`config.mk`:
```
export PLATFORM = sky130hd
export DESIGN_NAME = grid_plane_tessellator
export DESIGN_NICKNAME = d
export VERILOG_FILES = /design/src/gpt_pkg.sv /design/src/gpt_front.sv /design/src/gpt_queue.sv /design/src/gpt_back.sv /design/src/grid_plane_tessellator.sv
export SDC_FILE = /design/constraint.sdc
export NUM_CORES = 2
export LEC_CHECK = 0
export BUFFER_PORTS_ARGS = -buffer_cell sky130_fd_sc_hd__buf_2
export CORE_UTILIZATION = 45
export CTS_BUF_LIST = sky130_fd_sc_hd__clkbuf_8
export DETAILED_ROUTE_END_ITERATION = 12
export SLEW_MARGIN = 20
export SYNTH_ARGS = -nofsm -noshare
export SYNTH_HDL_FRONTEND = slang
export SYNTH_SLANG_ARGS = --single-unit
export TNS_END_PERCENT = 100
```
`constraint.sdc`:
```
create_clock -name clk -period 22 [get_ports clk]
set_input_delay 2.2 -clock clk [delete_from_list [all_inputs] [get_ports clk]]
set_output_delay 2.2 -clock clk [all_outputs]
set_load 0.05 [all_outputs]
```
`src/gpt_pkg.sv`:
```
`timescale 1ns / 1ps
// ----------------------------------------------------------------------------
// gpt_pkg
// Shared types, constants and helpers of the grid plane tessellator.
// ----------------------------------------------------------------------------
package gpt_pkg;

  localparam int COUNT_W   = 11;
  localparam int COORD_W   = 10;
  localparam int LEN_W     = 20;
  localparam int POS_W     = 21;
  localparam int TEX_W     = 17;
  localparam int INDEX_W   = 20;
  localparam int NUM_W     = 30;
  localparam int MAX_DIV   = 1024;
  localparam int QUEUE_DEPTH = 4;
  localparam int QPTR_W    = 2;

  localparam logic OP_VERTEX = 1'b0;
  localparam logic OP_QUAD   = 1'b1;

  localparam logic [1:0] REG_COLUMNS = 2'd0;
  localparam logic [1:0] REG_ROWS    = 2'd1;
  localparam logic [1:0] REG_WIDTH   = 2'd2;
  localparam logic [1:0] REG_DEPTH   = 2'd3;

  typedef struct packed {
    logic                 op;
    logic                 err;
    logic [COORD_W-1:0]   col;
    logic [COORD_W-1:0]   row;
    logic [INDEX_W-1:0]   base;
  } entry_t;

  typedef struct packed {
    logic [COUNT_W-1:0] cols;
    logic [COUNT_W-1:0] rows;
    logic [LEN_W-1:0]   width;
    logic [LEN_W-1:0]   depth;
  } cfg_t;

  function automatic logic [COUNT_W-1:0] clamp_count(input logic [COUNT_W-1:0] n);
    logic [COUNT_W-1:0] r;
    r = n;
    if (n < COUNT_W'(2)) r = COUNT_W'(2);
    else if (n > COUNT_W'(MAX_DIV)) r = COUNT_W'(MAX_DIV);
    return r;
  endfunction

endpackage

```
`src/gpt_front.sv`:
```
`timescale 1ns / 1ps
// ----------------------------------------------------------------------------
// gpt_front
// Accept requests, check them against the grid and form the base index.
// ----------------------------------------------------------------------------
module gpt_front (
  input  gpt_pkg::cfg_t                  cfg,
  input  logic                           in_valid,
  output logic                           in_ready,
  input  logic                           in_op,
  input  logic [gpt_pkg::COORD_W-1:0]    in_col,
  input  logic [gpt_pkg::COORD_W-1:0]    in_row,
  output logic                           push,
  output gpt_pkg::entry_t                push_data,
  input  logic                           q_full
);
  import gpt_pkg::*;

  logic [COUNT_W-1:0] lim_c;
  logic [COUNT_W-1:0] lim_r;
  logic [COUNT_W+COORD_W-1:0] prod;

  always_comb begin
    if (in_op == OP_QUAD) begin
      lim_c = cfg.cols - COUNT_W'(1);
      lim_r = cfg.rows - COUNT_W'(1);
    end else begin
      lim_c = cfg.cols;
      lim_r = cfg.rows;
    end
  end

  assign prod = in_row * cfg.cols;

  assign in_ready = !q_full;
  assign push     = in_valid && !q_full;

  always_comb begin
    push_data.op   = in_op;
    push_data.err  = ({1'b0, in_col} >= lim_c) || ({1'b0, in_row} >= lim_r);
    push_data.col  = in_col;
    push_data.row  = in_row;
    push_data.base = INDEX_W'(prod + (COUNT_W + COORD_W)'(in_col));
  end

endmodule

```
`src/gpt_queue.sv`:
```
`timescale 1ns / 1ps
// ----------------------------------------------------------------------------
// gpt_queue
// Short queue of classified requests between front and back.
// ----------------------------------------------------------------------------
module gpt_queue (
  input  logic            clk,
  input  logic            rst,
  input  logic            push,
  input  gpt_pkg::entry_t push_data,
  output logic            full,
  input  logic            pop,
  output logic            q_valid,
  output gpt_pkg::entry_t pop_data
);
  import gpt_pkg::*;

  entry_t             mem [QUEUE_DEPTH];
  logic [QPTR_W-1:0]  wptr;
  logic [QPTR_W-1:0]  rptr;
  logic [QPTR_W:0]    count;

  assign full     = count == (QPTR_W+1)'(QUEUE_DEPTH);
  assign q_valid  = count != '0;
  assign pop_data = mem[rptr];

  always_ff @(posedge clk) begin
    if (push) mem[wptr] <= push_data;
  end

  always_ff @(posedge clk) begin
    if (rst) begin
      wptr  <= '0;
      rptr  <= '0;
      count <= '0;
    end else begin
      if (push) wptr <= wptr + QPTR_W'(1);
      if (pop)  rptr <= rptr + QPTR_W'(1);
      count <= count + (QPTR_W+1)'(push) - (QPTR_W+1)'(pop);
    end
  end

  assert property (@(posedge clk) disable iff (rst) pop |-> q_valid)
    else $error("pop from empty queue");
  assert property (@(posedge clk) disable iff (rst) push |-> !full)
    else $error("push into full queue");
  assert property (@(posedge clk) disable iff (rst) count <= (QPTR_W+1)'(QUEUE_DEPTH))
    else $error("queue count overflow");

endmodule

```
`src/gpt_back.sv`:
```
`timescale 1ns / 1ps
// ----------------------------------------------------------------------------
// gpt_back
// Divide out vertex attributes or walk quad indices and drive results.
// ----------------------------------------------------------------------------
module gpt_back (
  input  logic                           clk,
  input  logic                           rst,
  input  gpt_pkg::cfg_t                  cfg,
  input  logic                           q_valid,
  input  gpt_pkg::entry_t                q_data,
  output logic                           pop,
  output logic                           out_valid,
  input  logic                           out_ready,
  output logic [gpt_pkg::POS_W-1:0]      pos_x,
  output logic [gpt_pkg::POS_W-1:0]      pos_z,
  output logic [gpt_pkg::TEX_W-1:0]      tex_u,
  output logic [gpt_pkg::TEX_W-1:0]      tex_v,
  output logic [gpt_pkg::INDEX_W-1:0]    index,
  output logic                           last,
  output logic                           range_error
);
  import gpt_pkg::*;

  localparam logic [1:0] ST_IDLE = 2'd0;
  localparam logic [1:0] ST_DIV  = 2'd1;
  localparam logic [1:0] ST_EMIT = 2'd2;

  logic [1:0]          state;
  entry_t              ent;
  logic [4:0]          step;
  logic [2:0]          k;
  logic [NUM_W-1:0]    numq [4];
  logic [COORD_W-1:0]  rem  [4];
  logic [COORD_W-1:0]  dvs  [4];
  logic [NUM_W-1:0]    numq_next [4];
  logic [COORD_W-1:0]  rem_next  [4];
  logic                load;
  logic [INDEX_W-1:0]  quad_idx;

  assign dvs[0] = COORD_W'(cfg.cols - COUNT_W'(1));
  assign dvs[1] = COORD_W'(cfg.rows - COUNT_W'(1));
  assign dvs[2] = COORD_W'(cfg.cols - COUNT_W'(1));
  assign dvs[3] = COORD_W'(cfg.rows - COUNT_W'(1));

  always_comb begin
    for (int i = 0; i < 4; i++) begin
      logic [COORD_W:0] t;
      t = {rem[i], numq[i][NUM_W-1]};
      if (t >= {1'b0, dvs[i]}) begin
        rem_next[i]  = COORD_W'(t - {1'b0, dvs[i]});
        numq_next[i] = {numq[i][NUM_W-2:0], 1'b1};
      end else begin
        rem_next[i]  = COORD_W'(t);
        numq_next[i] = {numq[i][NUM_W-2:0], 1'b0};
      end
    end
  end

  always_comb begin
    quad_idx = ent.base;
    if (k == 3'd2 || k == 3'd3 || k == 3'd5) quad_idx = quad_idx + INDEX_W'(cfg.cols);
    if (k == 3'd1 || k == 3'd4 || k == 3'd5) quad_idx = quad_idx + INDEX_W'(1);
  end

  assign pop  = (state == ST_IDLE) && q_valid;
  assign load = (state == ST_EMIT) && (!out_valid || out_ready);

  always_ff @(posedge clk) begin
    if (pop) begin
      ent     <= q_data;
      numq[0] <= NUM_W'(q_data.col) * NUM_W'(cfg.width);
      numq[1] <= NUM_W'(q_data.row) * NUM_W'(cfg.depth);
      numq[2] <= NUM_W'({q_data.col, 16'b0});
      numq[3] <= NUM_W'({q_data.row, 16'b0});
      for (int i = 0; i < 4; i++) rem[i] <= '0;
    end else if (state == ST_DIV) begin
      for (int i = 0; i < 4; i++) begin
        numq[i] <= numq_next[i];
        rem[i]  <= rem_next[i];
      end
    end
    if (load) begin
      pos_x       <= '0;
      pos_z       <= '0;
      tex_u       <= '0;
      tex_v       <= '0;
      index       <= '0;
      last        <= 1'b1;
      range_error <= ent.err;
      if (!ent.err) begin
        if (ent.op == OP_QUAD) begin
          index <= quad_idx;
          last  <= k == 3'd5;
        end else begin
          pos_x <= POS_W'(numq[0]) - POS_W'(cfg.width >> 1);
          pos_z <= POS_W'(cfg.depth >> 1) - POS_W'(numq[1]);
          tex_u <= TEX_W'(numq[2]);
          tex_v <= TEX_W'(numq[3]);
          index <= ent.base;
        end
      end
    end
  end

  always_ff @(posedge clk) begin
    if (rst) begin
      state     <= ST_IDLE;
      step      <= '0;
      k         <= '0;
      out_valid <= 1'b0;
    end else begin
      if (load) out_valid <= 1'b1;
      else if (out_ready) out_valid <= 1'b0;
      case (state)
        ST_IDLE: begin
          if (pop) begin
            step <= '0;
            k    <= '0;
            if (q_data.err || q_data.op == OP_QUAD) state <= ST_EMIT;
            else state <= ST_DIV;
          end
        end
        ST_DIV: begin
          step <= step + 5'd1;
          if (step == 5'(NUM_W - 1)) state <= ST_EMIT;
        end
        ST_EMIT: begin
          if (load) begin
            if (ent.err || ent.op == OP_VERTEX || k == 3'd5) begin
              state <= ST_IDLE;
              k     <= '0;
            end else begin
              k <= k + 3'd1;
            end
          end
        end
        default: state <= ST_IDLE;
      endcase
    end
  end

  assert property (@(posedge clk) disable iff (rst) out_valid && range_error |-> last)
    else $error("error result without last");
  assert property (@(posedge clk) disable iff (rst) k <= 3'd5)
    else $error("quad counter overrun");
  assert property (@(posedge clk) disable iff (rst) pop |=> state != ST_IDLE)
    else $error("request popped but not started");

endmodule

```
`src/grid_plane_tessellator.sv`:
```
`timescale 1ns / 1ps
// ----------------------------------------------------------------------------
// grid_plane_tessellator
// Flat XZ grid plane: vertex attributes and quad triangle indices.
// ----------------------------------------------------------------------------
// Requests are checked and indexed on entry and held in a four-deep queue, so
// the input keeps accepting while results drain. A quad request gives six
// index results, one per cycle while the output is not stalled. A vertex
// request runs four parallel restoring dividers that retire one quotient bit
// per cycle over the 30-bit numerators. An out-of-grid request gives one
// error result. Registers are at byte addresses 0, 4, 8 and 12 and should
// only be written while no request is pending.
module grid_plane_tessellator (
  input  logic        clk,
  input  logic        rst,
  input  logic        psel,
  input  logic        penable,
  input  logic        pwrite,
  input  logic [3:0]  paddr,
  input  logic [31:0] pwdata,
  output logic [31:0] prdata,
  output logic        pready,
  input  logic        s_axis_tvalid,
  output logic        s_axis_tready,
  input  logic [23:0] s_axis_tdata,  // column[9:0], row[19:10], zero pad
  input  logic        s_axis_tuser,  // operation
  output logic        m_axis_tvalid,
  input  logic        m_axis_tready,
  output logic [95:0] m_axis_tdata,  // position_x, position_z, tex_u, tex_v, vertex_index
  output logic        m_axis_tlast,
  output logic        m_axis_tuser   // range_error
);
  import gpt_pkg::*;

  logic [COUNT_W-1:0] column_count;
  logic [COUNT_W-1:0] row_count;
  logic [LEN_W-1:0]   width_length;
  logic [LEN_W-1:0]   depth_length;
  cfg_t               cfg;
  logic               push;
  entry_t             push_data;
  logic               q_full;
  logic               pop;
  logic               q_valid;
  entry_t             q_data;
  logic [POS_W-1:0]   pos_x;
  logic [POS_W-1:0]   pos_z;
  logic [TEX_W-1:0]   tex_u;
  logic [TEX_W-1:0]   tex_v;
  logic [INDEX_W-1:0] index;

  assign pready = 1'b1;

  always_ff @(posedge clk) begin
    if (rst) begin
      column_count <= COUNT_W'(2);
      row_count    <= COUNT_W'(2);
      width_length <= LEN_W'(256);
      depth_length <= LEN_W'(256);
    end else if (psel && penable && pwrite && pready) begin
      case (paddr[3:2])
        REG_COLUMNS: column_count <= pwdata[COUNT_W-1:0];
        REG_ROWS:    row_count    <= pwdata[COUNT_W-1:0];
        REG_WIDTH:   width_length <= pwdata[LEN_W-1:0];
        REG_DEPTH:   depth_length <= pwdata[LEN_W-1:0];
        default: ;
      endcase
    end
  end

  always_comb begin
    case (paddr[3:2])
      REG_COLUMNS: prdata = 32'(column_count);
      REG_ROWS:    prdata = 32'(row_count);
      REG_WIDTH:   prdata = 32'(width_length);
      REG_DEPTH:   prdata = 32'(depth_length);
      default:     prdata = '0;
    endcase
  end

  assign cfg.cols  = clamp_count(column_count);
  assign cfg.rows  = clamp_count(row_count);
  assign cfg.width = width_length;
  assign cfg.depth = depth_length;

  gpt_front u_front (
    .cfg       (cfg),
    .in_valid  (s_axis_tvalid),
    .in_ready  (s_axis_tready),
    .in_op     (s_axis_tuser),
    .in_col    (s_axis_tdata[9:0]),
    .in_row    (s_axis_tdata[19:10]),
    .push      (push),
    .push_data (push_data),
    .q_full    (q_full)
  );

  gpt_queue u_queue (
    .clk       (clk),
    .rst       (rst),
    .push      (push),
    .push_data (push_data),
    .full      (q_full),
    .pop       (pop),
    .q_valid   (q_valid),
    .pop_data  (q_data)
  );

  gpt_back u_back (
    .clk         (clk),
    .rst         (rst),
    .cfg         (cfg),
    .q_valid     (q_valid),
    .q_data      (q_data),
    .pop         (pop),
    .out_valid   (m_axis_tvalid),
    .out_ready   (m_axis_tready),
    .pos_x       (pos_x),
    .pos_z       (pos_z),
    .tex_u       (tex_u),
    .tex_v       (tex_v),
    .index       (index),
    .last        (m_axis_tlast),
    .range_error (m_axis_tuser)
  );

  assign m_axis_tdata = {index, tex_v, tex_u, pos_z, pos_x};

endmodule

```
==> summary.txt <==
Run status
  – Status: complete, no violations

Synthesis
  – Post-synth EDFFs: 448
  – Synthesized area: 43,500 sq um
  – Area contributors post-synth: edfxtp_1 (31%), fa_1 (17%), ha_1 (8.9%)
  – Ys async rst share: 0%
  – Synth Flop Type: edfxtp_1
  – Synth warn: 0
  – Post-synth top area cell: edfxtp_1
  – Sequential area share after synthesis: 34.7%
  – Synthesized netlist cell count: 4,297
  – Multiplexer share of the synthesized area: 4.72%
  – Post-synthesis cell type count: 91
  – Main combinational cell family by area after synthesis: adder cells
  – Seq cells post-synth: 530
  – Post-Synth Adder-Cell Area: 26.0%
  – Compound-Gate Fraction of Synth Area: 8.56%
  – Xor/xnor share of the synthesized area: 2.66%
  – Simple-gate share of the synthesized area: 16.8%
  – Yosys top cell area share: 31.0%
  – Syn_area_per_cell: 10.1 sq um

GRT
  – Overall routing resource usage: 23.3%
  – Global-route wire length before repair: 178,000 um
  – Initial antenna violation count: 9
  – Vias in the first global route: 31,400
  – Total gr overflow: 0
  – Largest net degree at the start of global routing: 82

Clock network
  – Clk buf depth: 3
  – CTS sink count: 530
  – Cts bufs inserted: 95
  – CTS tree: built
  – Hold-fix buffers, CTS: 0
  – Clk Latency, worst-skew pair: 0.74 ns
  – Post-CTS sizing: 0
  – Post-CTS setup buffer count: 0
  – H-tree Lvls: 3
  – Worst-path clk slew: 0.07 ns
  – Root Buffer: clkbuf_8

Worst setup path
  – Crit path cell chain: buf_4, mux4_2, and2_1, fa_1, inv_1, fa_1, inv_1, fa_1, fa_1, inv_1, fa_1, inv_1, ha_1, nand2_1, o2111ai_1, o211ai_1, nand2_1, a41oi_1, a211oi_1, a211oi_1, a21oi_1, o221a_2
  – Crit start category: flop
  – Buffers & Inverters on Critical Path: 5
  – CP peak stage delay: 0.87 ns
  – Worst EP arrival: 8.13 ns
  – Crit path top cell by count: fa_1
  – Worst R2R End: u_back.numq[0][59]$_DFFE_PP_
  – Slowest stage cell on the critical path: mux4_2
  – Worst reg2reg path depth: 22
  – CP delay by family, top: adder cells
  – Critical path type: reg2reg
  – Crit. End Element: flop
  – Critical Path RT: 22.46 ns
  – Highest net fanout along the worst path: 42
  – R2r setup slk: 14.33 ns

STA
  – Slew Limit Headroom: 23.3%
  – Final Cycle Share: 34.8%
  – Max Freq: 130 MHz
  – Clock skew: 0.0415 ns
  – Min Hold Slack: 0.480 ns
  – Tmin final: 7.67 ns
  – RSZ-0062 raised after global routing: no
  – Finish-stage setup viols: 0
  – Final Hold Viols: 0
  – Final WS setup: 14.33 ns
  – Final Max Slew Viols: 0
  – Worst slew pin tran: 1.14 ns
  – Setup tns final: 0 ns

Die
  – Num rows: 113
  – Die width: 313 um
  – Die ar.: 97,800 sq um
  – Core ar.: 95,300 sq um
  – Starting Density: 45.6%
  – I/O pin total: 201
  – Die H: 313 um

Layout
  – Share of cells above drive strength 1: 10.1%
  – Syn-to-layout area delta: 9.06%
  – Commonest non-fill, non-tap cell in the layout: nand2_1
  – Final instance area: 47,400 sq um
  – Most frequent cells in the layout: nand2_1 (612), inv_1 (548), edfxtp_1 (448)
  – Fin cells: 5,746
  – Nets: 5,145
  – Final Util: 49.7%
  – Fill count: 8,924

Route
  – Drt wl/cell: 19.6 um
  – Routed vias: 31,400
  – DRC Markers: 0
  – Final wirelength: 113,000 um
  – Via density: 5.46
  – DR iter-0 viols: 2,453
  – Antenna-violating nets left: 0
  – DRT Pass-1 Iters: 6

Place
  – DP Area: 45,400 sq um
  – RePlAce Congestion: 0.876
  – PortBufs: 169
  – Worst slack, placed: 14.26 ns
  – Placed Cells: 5,564
  – Final HPWL DP: 81,100 um

Power and ir drop
  – Internal power: 2.74 mW
  – Leakage: 20.7 nW
  – Sw Share: 43.1%
  – Combinational power share: 44.7%
  – P_sw: 2.08 mW
  – Final Total Pwr: 4.83 mW
  – Share of power burned in registers: 35.3%
  – Peak VDD IR: 0.0000858 V
  – PD cells: 102 nW/um^2
  – Clock power share: 20.0%

Hold path
  – Hold WC Path Type: reg2reg
  – Hold path cells: 2
  – Hold Path Sink: u_back.out_valid$_SDFFE_PP0P_
  – Worst Hold Launch: u_back.out_valid$_SDFFE_PP0P_

Run
  – Max-Cap Viols: 0
layout make-up:
type | count | area [sq um] | area share, %
clock inverter | 69 | 443 | 0.935
tap | 1265 | 1580 | 3.34
inverter | 522 | 1960 | 4.13
timing repair buffer | 209 | 1150 | 2.42
antenna | 3 | 7.51 | 0.0158
clock buffer | 110 | 1510 | 3.19
multi-input combinational | 3038 | 25600 | 54.1
sequential | 530 | 15100 | 31.9
power by group through the flow:
stage	Clock (mW)	Sequential [mW]	Combinational (mW)
finish	0.965	1.70	2.16
CTS	0.992	1.70	2.18
detailed placement	0	1.72	2.17
global route	1.03	1.73	2.40
floorplan	0	1.94	1.37
global placement	0	1.71	2.14
tightest hold or removal path, delay by kind of cell (launching register included):
kind	cells	cell delay, ns
compound gates	1	0.05
flops	1	0.31
simple gates	1	0.07
registers in the layout, summed over array words and instances, names as in the netlist, 17 cells and up, named ones only:
name	flops
u_back.pos_z	21
u_back.index	20
u_back.ent	22
width_length	20
u_queue.mem	168
u_back.tex_u	17
u_back.rem	40
u_back.numq	120
u_back.pos_x	21
u_back.tex_v	17
depth_length	20
logic make-up (layout without fill, tap and decap cells):
| logic type | after synthesis | count (layout) |
|---|---|---|
| mux | 136 | 136 |
| fa+ha+maj | 681 | 681 |
| other cells | 2 | 16 |
| simple gates | 1507 | 1507 |
| flops | 530 | 530 |
| xor+xnor | 132 | 132 |
| buf+inv | 740 | 910 |
| compound gates | 569 | 569 |
cell usage after synthesis, types with 7 or more instances:
cell,n
o211ai_1,21
a21o_1,37
a211o_1,10
a21oi_1,169
buf_4,13
mux2_2,10
o311ai_0,7
a2111oi_0,8
nor2_1,228
and3_1,29
nor3_1,77
clkbuf_1,180
edfxtp_1,448
buf_1,23
dfxtp_1,82
o31a_1,7
xor2_1,62
nor2b_1,39
a21boi_0,13
o31ai_1,16
fa_1,371
ha_1,310
o22ai_1,7
or3_1,27
nand2b_1,28
and2_1,314
nor4_1,11
a211oi_1,28
o21ai_0,120
o21a_1,29
nand2_1,613
nand4_1,19
xnor2_1,70
a31oi_1,15
nand3b_1,15
o2111ai_1,9
nand3_1,62
mux4_2,53
nor3b_1,18
mux2i_1,72
inv_1,521
metal layers:
metal	track usage (%)	part of all wire, %	vias up
met1	33.6	46	15700
met3	3.45	6.4	148
met5	0	0	-
li1	-	-	14600
met2	36.9	45	914
met4	5.83	2.0	0
worst max path at each step:
stage | to | slack, ns | from | cells past startpoint
detailed placement | u_queue.mem[2][18]$_DFFE_PP_ | 14.26 | s_axis_tdata[11] | 18
CTS | u_back.numq[0][59]$_DFFE_PP_ | 14.27 | flop | 22
global route | u_back.numq[0][59]$_DFFE_PP_ | 13.80 | flop | 22
floorplan | u_back.k[1]$_SDFFE_PP0P_ | 14.47 | m_axis_tready | 6
global placement | u_queue.mem[0][18]$_DFFE_PP_ | 14.33 | s_axis_tdata[11] | 18
finish | u_back.numq[0][59]$_DFFE_PP_ | 14.33 | flop | 22
No activity file was read; power rests on OpenSTA's default activity.
